--- config.mk ---
export PLATFORM = sky130hd
export DESIGN_NAME = imu_angle_frame_parser_core
export DESIGN_NICKNAME = d
export VERILOG_FILES = /design/src/imuafp_pkg.sv /design/src/imuafp_cell.sv /design/src/imu_angle_frame_parser_core.sv
export SDC_FILE = /design/constraint.sdc
export NUM_CORES = 1
export LEC_CHECK = 0
export ABC_CLOCK_PERIOD_IN_PS = 28800
export BUFFER_PORTS_ARGS = -buffer_cell sky130_fd_sc_hd__buf_2
export CAP_MARGIN = 5
export CORE_ASPECT_RATIO = 0.9
export CORE_MARGIN = 5
export CORE_UTILIZATION = 45
export CTS_CLUSTER_SIZE = 20
export DETAILED_ROUTE_END_ITERATION = 16
export PLACE_DENSITY_LB_ADDON = 0.3
export SYNTH_ARGS = -nofsm -noshare
export SYNTH_HDL_FRONTEND = slang
export SYNTH_SLANG_ARGS = --single-unit
--- constraint.sdc ---
create_clock -name i_clk -period 28.8 [get_ports i_clk]
set_input_delay 8.64 -clock i_clk [delete_from_list [all_inputs] [get_ports i_clk]]
set_output_delay 8.64 -clock i_clk [all_outputs]
set_load 0.05 [all_outputs]
--- src/imuafp_pkg.sv ---
`timescale 1ns / 1ps
// Shared constants and types for the IMU angle frame parser.
// No dependencies; used by imuafp_cell and imu_angle_frame_parser_core.
package imuafp_pkg;

    localparam int FRAME_LEN = 37;
    localparam int NUM_CELLS = FRAME_LEN - 1;
    localparam int CNT_W     = $clog2(FRAME_LEN + 1);

    typedef logic [7:0] t_byte;

    localparam t_byte       HDR_BYTE  = 8'hAA;
    localparam t_byte       SYNC_BYTE = 8'h55;
    localparam logic [15:0] CMD_ANGLE = 16'h0003;

    localparam int SYNC_POS  = 1;
    localparam int CMD_POS   = 2;
    localparam int RATE_POS  = 6;
    localparam int FLOAT_POS = 8;
    localparam int NUM_FLOAT = 7;

endpackage

--- src/imuafp_cell.sv ---
`timescale 1ns / 1ps
// One byte cell of the frame shift chain.
// Depends on imuafp_pkg for the byte type.
module imuafp_cell (
    input  logic               i_clk,
    input  logic               i_shift,
    input  imuafp_pkg::t_byte  i_byte,
    output imuafp_pkg::t_byte  o_byte
);

    imuafp_pkg::t_byte r_byte;

    always_ff @(posedge i_clk) begin
        if (i_shift) begin
            r_byte <= i_byte;
        end
    end

    assign o_byte = r_byte;

endmodule

--- src/imu_angle_frame_parser_core.sv ---
`timescale 1ns / 1ps
// Top level of the IMU angle frame parser: byte chain, framing control, output word.
// Depends on imuafp_pkg and imuafp_cell.
//
//   Channel   Handshake                Payload
//   input     i_valid / o_stall        i_rx_byte
//   output    o_valid / i_stall        o_rate, o_roll_bits .. o_quat_z_bits
//
// One byte is taken every cycle while o_stall is low; the frame sits in a chain
// of byte cells that all shift together, so decode needs no indexed memory.
// The output word is registered and appears the cycle after the last frame byte.
// Input is stalled only when a frame's last byte waits while the output is held.
// Reset is synchronous and active low and clears the phase, count and valid flag.
module imu_angle_frame_parser_core (
    input  logic        i_clk,
    input  logic        i_rst_n,
    input  logic        i_valid,
    output logic        o_stall,
    input  logic [7:0]  i_rx_byte,
    output logic        o_valid,
    input  logic        i_stall,
    output logic [15:0] o_rate,
    output logic [31:0] o_roll_bits,
    output logic [31:0] o_pitch_bits,
    output logic [31:0] o_yaw_bits,
    output logic [31:0] o_quat_w_bits,
    output logic [31:0] o_quat_x_bits,
    output logic [31:0] o_quat_y_bits,
    output logic [31:0] o_quat_z_bits
);

    localparam logic [1:0] PH_IDLE = 2'd0;
    localparam logic [1:0] PH_RECV = 2'd1;
    localparam logic [1:0] PH_DONE = 2'd2;

    localparam logic [imuafp_pkg::CNT_W-1:0] LAST_CNT =
        imuafp_pkg::CNT_W'(imuafp_pkg::FRAME_LEN - 1);

    logic [1:0]                    r_phase, n_phase;
    logic [imuafp_pkg::CNT_W-1:0]  r_count, n_count;
    logic                          r_out_valid, n_out_valid;
    logic [15:0]                   r_rate;
    logic [31:0]                   r_float [imuafp_pkg::NUM_FLOAT];

    imuafp_pkg::t_byte w_cell [imuafp_pkg::NUM_CELLS];
    imuafp_pkg::t_byte w_frame [imuafp_pkg::FRAME_LEN];
    logic              w_accept;
    logic              w_last;
    logic              w_shift;
    logic              w_ok;
    logic              w_load;

    assign w_last   = (r_phase == PH_RECV) && (r_count >= LAST_CNT);
    assign o_stall  = r_out_valid && i_stall && w_last;
    assign w_accept = i_valid && !o_stall;
    assign w_shift  = w_accept &&
                      ((r_phase == PH_RECV) ||
                       ((r_phase != PH_DONE) && (i_rx_byte == imuafp_pkg::HDR_BYTE)));

    genvar g;
    generate
        for (g = 0; g < imuafp_pkg::NUM_CELLS; g++) begin : g_chain
            if (g == 0) begin : g_head
                imuafp_cell u_cell (
                    .i_clk   (i_clk),
                    .i_shift (w_shift),
                    .i_byte  (i_rx_byte),
                    .o_byte  (w_cell[g])
                );
            end else begin : g_body
                imuafp_cell u_cell (
                    .i_clk   (i_clk),
                    .i_shift (w_shift),
                    .i_byte  (w_cell[g-1]),
                    .o_byte  (w_cell[g])
                );
            end
            assign w_frame[imuafp_pkg::NUM_CELLS - 1 - g] = w_cell[g];
        end
    endgenerate

    assign w_frame[imuafp_pkg::FRAME_LEN - 1] = i_rx_byte;

    assign w_ok = (w_frame[0] == imuafp_pkg::HDR_BYTE) &&
                  (w_frame[imuafp_pkg::SYNC_POS] == imuafp_pkg::SYNC_BYTE) &&
                  ({w_frame[imuafp_pkg::CMD_POS + 1], w_frame[imuafp_pkg::CMD_POS]}
                   == imuafp_pkg::CMD_ANGLE);

    assign w_load = w_accept && w_last && w_ok;

    always_comb begin
        n_phase     = r_phase;
        n_count     = r_count;
        n_out_valid = r_out_valid && i_stall;
        if (w_accept) begin
            case (r_phase)
                PH_RECV: begin
                    if (w_last) begin
                        n_count = '0;
                        n_phase = w_ok ? PH_DONE : PH_IDLE;
                    end else begin
                        n_count = r_count + 1'b1;
                    end
                end
                PH_DONE: begin
                    n_phase = PH_IDLE;
                end
                default: begin
                    n_phase = PH_IDLE;
                    if (i_rx_byte == imuafp_pkg::HDR_BYTE) begin
                        n_count = imuafp_pkg::CNT_W'(1);
                        n_phase = PH_RECV;
                    end
                end
            endcase
        end
        if (w_load) begin
            n_out_valid = 1'b1;
        end
    end

    always_ff @(posedge i_clk) begin
        if (!i_rst_n) begin
            r_phase     <= PH_IDLE;
            r_count     <= '0;
            r_out_valid <= 1'b0;
        end else begin
            r_phase     <= n_phase;
            r_count     <= n_count;
            r_out_valid <= n_out_valid;
        end
    end

    always_ff @(posedge i_clk) begin
        if (w_load) begin
            r_rate <= {w_frame[imuafp_pkg::RATE_POS + 1], w_frame[imuafp_pkg::RATE_POS]};
            for (int k = 0; k < imuafp_pkg::NUM_FLOAT; k++) begin
                r_float[k] <= {w_frame[imuafp_pkg::FLOAT_POS + 4*k + 3],
                               w_frame[imuafp_pkg::FLOAT_POS + 4*k + 2],
                               w_frame[imuafp_pkg::FLOAT_POS + 4*k + 1],
                               w_frame[imuafp_pkg::FLOAT_POS + 4*k]};
            end
        end
    end

    assign o_valid       = r_out_valid;
    assign o_rate        = r_rate;
    assign o_roll_bits   = r_float[0];
    assign o_pitch_bits  = r_float[1];
    assign o_yaw_bits    = r_float[2];
    assign o_quat_w_bits = r_float[3];
    assign o_quat_x_bits = r_float[4];
    assign o_quat_y_bits = r_float[5];
    assign o_quat_z_bits = r_float[6];

`ifndef SYNTHESIS
    a_rose_after_recv: assert property (@(posedge i_clk) disable iff (!i_rst_n)
        $rose(o_valid) |-> $past(r_phase) == PH_RECV)
        else $error("Output word appeared without a frame in progress.");

    a_rose_enters_done: assert property (@(posedge i_clk) disable iff (!i_rst_n)
        $rose(o_valid) |-> r_phase == PH_DONE)
        else $error("Accepted frame did not move the phase to done.");

    a_recv_count: assert property (@(posedge i_clk) disable iff (!i_rst_n)
        r_phase == PH_RECV |-> (r_count != '0) && (r_count <= LAST_CNT))
        else $error("Byte count out of range while receiving.");

    a_done_count: assert property (@(posedge i_clk) disable iff (!i_rst_n)
        r_phase != PH_RECV |-> r_count == '0)
        else $error("Byte count not cleared outside a frame.");
`endif

endmodule
Word-level counts from Yosys, hierarchy flattened
Memory sizes are Yosys's and may differ from the RTL's.
Cells that the tools add are included.
W data, S select, Z words.
{"block": "totals", "ramBits": 224, "inputBits": 12, "regBits": 313, "word_cells": 77, "memories": 1}
{"block": "op_classes", "add_sub_neg": 1, "n_lt_le_gt_ge": 1, "n_bitwise": 1, "n_reduce_logical": 15, "muxes": 10, "n_eq_ne": 8}
{"memory": "r_float", "words": 7, "width": 32, "rd": 7, "rd_ports_with_merged_regs": 0, "write_ports": 7, "line": "imu_angle_frame_parser_core.sv:43", "rtl": "logic [31:0] r_float [imuafp_pkg::NUM_FLOAT];"}
{"op": "$eq A16 B2 Y1 const B", "n": 1}
{"op": "$eq A8 B8 Y1 const B", "n": 2}
{"op": "$mux W6", "n": 2}
{"op": "$pmux W6 S2", "n": 1}
{"op": "$logic_and A1 B1 Y1", "n": 10}
{"op": "$eq A8 B7 Y1 const B", "n": 1}
{"op": "$add A6 B1 Y6 const B", "n": 1}
{"op": "$ge A6 B6 Y1 const B", "n": 1}
{"op": "$mux W1", "n": 4}
{"op": "$mux W2", "n": 2}
{"op": "$ne A2 B2 Y1 const B", "n": 2}
{"op": "$pmux W2 S2", "n": 1}
{"op": "$reduce_and A3 Y1", "n": 1}
{"op": "$eq A2 B1 Y1 const B", "n": 1}
{"op": "$eq A2 B2 Y1 const B", "n": 1}
{"op": "$reduce_and A2 Y1", "n": 1}
{"op": "$reduce_bool A2 Y1", "n": 1}
{"op": "$logic_not A1 Y1", "n": 1}
{"op": "$logic_or A1 B1 Y1", "n": 1}
{"op": "$not A1 Y1", "n": 1}

Depth between registers and ports, before layout
{"block": "depth", "depth_word": 9, "depth_mapped": 7}

Cells and area by module
Synthesis repeated with hierarchy kept, for this count alone.
{"block": "hier_totals", "cells_unflattened": 614, "area_unflattened_um2": 16589.7}
{"module": "imuafp_cell", "area_per_inst_um2": 240.2, "n_inst": 36, "cells_each": 8}
{"module": "imu_angle_frame_parser_core", "area_per_inst_um2": 7941.4, "n_inst": 1, "cells_each": 326}

Least setup slack after synthesis
No wires, ideal clock.
{"block": "synth_timing", "path_kind": "input to output", "from": "input port i_stall", "to": "output port o_stall", "path_slack_ps": 10584, "path_stages": 3, "t_arrival_ps": 9576, "path_buffers": 0, "t_required_ps": 20160, "path_cell_list": "and2_1 nand2_1 nor2_1"}
{"block": "synth_between", "elab_chain_cells": 2}
{"item": "from (decl)", "line": "imu_angle_frame_parser_core.sv:21", "rtl": "input logic i_stall,"}
{"item": "$logic_and A1 B1 Y1 (2 in a row)", "line": "imu_angle_frame_parser_core.sv:54", "rtl": "assign o_stall = r_out_valid && i_stall && w_last;"}
{"item": "to (decl)", "line": "imu_angle_frame_parser_core.sv:18", "rtl": "output logic o_stall,"}
No other way between the ends.

Worst setup path after layout
Ends and elaborated chain as after synthesis.

==> out/results.tsv <==
stage	metric	value	unit
status	status	complete, no violations	
worst_hold_path	hold path start	g_chain[30].g_body.u_cell.o_byte[5]$_DFFE_PP_	
routing	# DRC	0	
routing	final wirelength	27300	um
cts	clk_lat worst skew	550	ps
sta	max_slew headroom	13.5	%
critical_path	FF-to-FF End	r_float[2][3]$_DFFE_PP_	
cts	Post-CTS Setup Inserts	0	
cts	cts repair resizes	0	
cts	TritonCTS buffer count	51	
floorplanning	Initial Utilization	45.7	%
worst_hold_path	Hold WC Path Type	reg -> reg	
sta	Max Clock Skew	10.3	ps
routing	Via density	4.73	
worst_hold_path	hold endpoint	g_chain[31].g_body.u_cell.o_byte[5]$_DFFE_PP_	
floorplanning	IO Count	254	
cts	Root Buffer	clkbuf_16	
critical_path	critical path's slowest cell	buf_2	
global_routing	first-pass GRT wire length	40900	um
sta	setup_tns	0	ps
synthesis	post-synth top area share	95.6	%
power	Power Density	73.1	nW/um2
sta	Final Hold Vio Count	0	
global_routing	initial antenna violation count	0	
critical_path	setup slack, reg-to-reg	24810	ps
placement	dpl hpwl	16800	um
routing	Avg WL per Cell	18.9	um
routing	Initial DRT Pass Iterations	4	
global_routing	vias in the first global route	7077	
sta	final setup violation count	0	
critical_path	crit path launch	i_stall	
sta	max-slew violation count	0	
run	max-capacitance violation count	0	
floorplanning	core area	36300	um2
floorplanning	die height	192	um
routing	vias	6818	
synthesis	Post-synth EDFFs	528	
cts	Clock Tree Buf Depth	3	
floorplanning	Core Rows	66	
placement	gpl congestion	0.767	
global_routing	largest net degree at the start of global routing	194	
synthesis	Post-Syn Instances	616	
critical_path	critical path's most frequent cell	buf_2	
critical_path	CP Class	in -> out	
sta	Tightest Pin Transition	1300	ps
floorplanning	die area	40800	um2
synthesis	Mean Syn Cell Area	26.9	um2
synthesis	Main synth FF type	edfxtp_1	
power	Leak	0.00674	uW
sta	Highest Clock Rate	0.0548	GHz
routing	Initial DRC Count	531	
cts	hold-fix buffers at CTS	0	
worst_hold_path	Hold Path Depth	0	
cts	CTS tree	yes	
critical_path	Startpoint Class	input port	
power	post-route total power	1470	uW
sta	unrepaired setup endpoints after global routing	false	
sta	fin crit period	18230	ps
cts	H-tree Lvls	2	
global_routing	total global routing overflow	0	
synthesis	top cells by count, synth	edfxtp_1, dfxtp_1, inv_1, a21oi_1, nor2_1	
finish	Layout Nets	942	
cts	Reg clk slew, reported paths	60	ps
synthesis	synth unique cells	33	
finish	ant diodes	0	
cts	clk sinks	537	
critical_path	crit-path max FO	5	
critical_path	worst r2r src	r_phase[1]$_SDFFE_PN0P_	
sta	Tcrit/Tclk final	63.3	%
critical_path	Critical Path Sink Type	output pin	
critical_path	Worst EP required	20160	ps
routing	post-route ant nets	0	
finish	Layout area overhead	20.9	%
critical_path	arrival time at the worst endpoint	9590	ps
synthesis	#FFs+latches synth	537	
critical_path	Critical Path, Cell by Cell	buf_2, and2_1, nand2_1, nor2_1, buf_2	
critical_path	R2R depth	8	
synthesis	Yosys warning total	0	
global_routing	gr usage total	12.9	%
critical_path	crit-path max cell delay	290	ps
placement	Port Buffer Count	253	
synthesis	Synth async-reset ratio	0	%
synthesis	most common cell in the synthesized netlist	edfxtp_1	
power	worst vdd ir	0.0000475	V
synthesis	register area share after synthesis	96.7	%
synthesis	Area contributors post-synth	edfxtp_1, dfxtp_1, ha_1, a211oi_2, a21oi_1	
synthesis	Post-Synthesis Cell Area	16600	um2
synthesis	area leader, netlist	edfxtp_1	
finish	share of cells above drive strength 1	35.3	%
floorplanning	Die X	212	um
synthesis	Synth Net Count	632	
-- power by group --
group          internal [uW]  leakage (uW)  switching [uW]
Sequential               846       0.00482           0.279
Clock                    351      0.000761             266
Combinational          0.809       0.00116            1.73
Total                   1200       0.00674             268
-- flip-flops by register name, indices dropped and copies added, names as in the netlist --
signal	count
r_phase	2
g_chain.g_head.u_cell.o_byte	8
r_float	224
o_valid	1
r_count	6
g_chain.g_body.u_cell.o_byte	280
o_rate	16
-- kinds of logic (layout without fill, tap and decap cells) --
| group | after synthesis | count (layout) | share of synthesized area, % |
|---|---|---|---|
| muxes | 1 | 1 | 0.0604 |
| adders and majority gates | 4 | 4 | 0.302 |
| and+or+nand+nor | 43 | 43 | 1.56 |
| buffers and inverters | 8 | 358 | 0.226 |
| DFF | 537 | 537 | 96.7 |
| AOI/OAI and AO/OA | 23 | 23 | 1.14 |
-- worst max path at each step --
stage	end	slack [ps]	cells past startpoint
2_1_floorplan	o_stall	10580	3
3_3_place_gp	o_stall	10620	5
3_5_place_dp	o_stall	10600	5
4_1_cts	o_stall	10590	5
5_1_grt	o_stall	10550	5
6_report	o_stall	10570	5
-- per-stage QoR --
step           utilization [%]  setup WS (ps)  hold WS (ps)  instance area (um2)  cells
4_1_cts                   55.3          10590           419                20000   1442
3_3_place_gp              51.0          10620           405                18500   1349
2_1_floorplan                -          10580           400                16600    616
5_1_grt                   55.3          10550           424                20000   1442
6_report                  55.3          10570           420                20000   1442
3_5_place_dp              51.0          10600           405                18500   1349
-- cells in the final DEF, fill, tap and decap left out, drive strengths merged --
cell type | netlist | routed
nand4 | 4 | 4
o31ai | 1 | 1
clkinvlp | 0 | 4
a21o | 1 | 1
or3 | 1 | 1
and2 | 2 | 2
nor2 | 7 | 7
ha | 4 | 4
clkinv | 0 | 26
buf | 1 | 258
nor4 | 4 | 4
bufinv | 0 | 3
nand3 | 3 | 3
dfxtp | 9 | 9
nand2 | 5 | 5
o221a | 2 | 2
a211oi | 3 | 3
a32o | 1 | 1
a31oi | 1 | 1
a22o | 1 | 1
and4b | 2 | 2
and3b | 1 | 1
o21ai | 6 | 6
a21oi | 6 | 6
nand4bb | 2 | 2
nor2b | 2 | 2
nor4b | 3 | 3
nand2b | 1 | 1
o31a | 1 | 1
mux2i | 1 | 1
nor3 | 5 | 5
clkbuf | 0 | 59
inv | 7 | 8
and3 | 1 | 1
edfxtp | 528 | 528
-- final cells by class --
cell class | instances | area, um2
Tap cell | 476 | 596
Clock buffer | 59 | 1310
Timing Repair Buffer | 258 | 1320
Clock inverter | 34 | 245
Fill cell | 2735 | 16200
Sequential cell | 537 | 16000
Inverter | 7 | 26.3
Multi-Input combinational cell | 71 | 520
-- layer usage --
metal,wire (um),vias to the layer above,track usage [%]
li1,-,3125,-
met1,11300,3430,17.2
met2,12300,216,19.2
met3,3140,47,6.66
met4,493,0,3.22
met5,0,-,0
-- worst max-delay path: cells and delay by family --
family / cells / cell delay [ps]
buffers and inverters: 2 / 360
and+or+nand+nor: 3 / 580
Note: power is estimated with default switching activity, not from simulation.
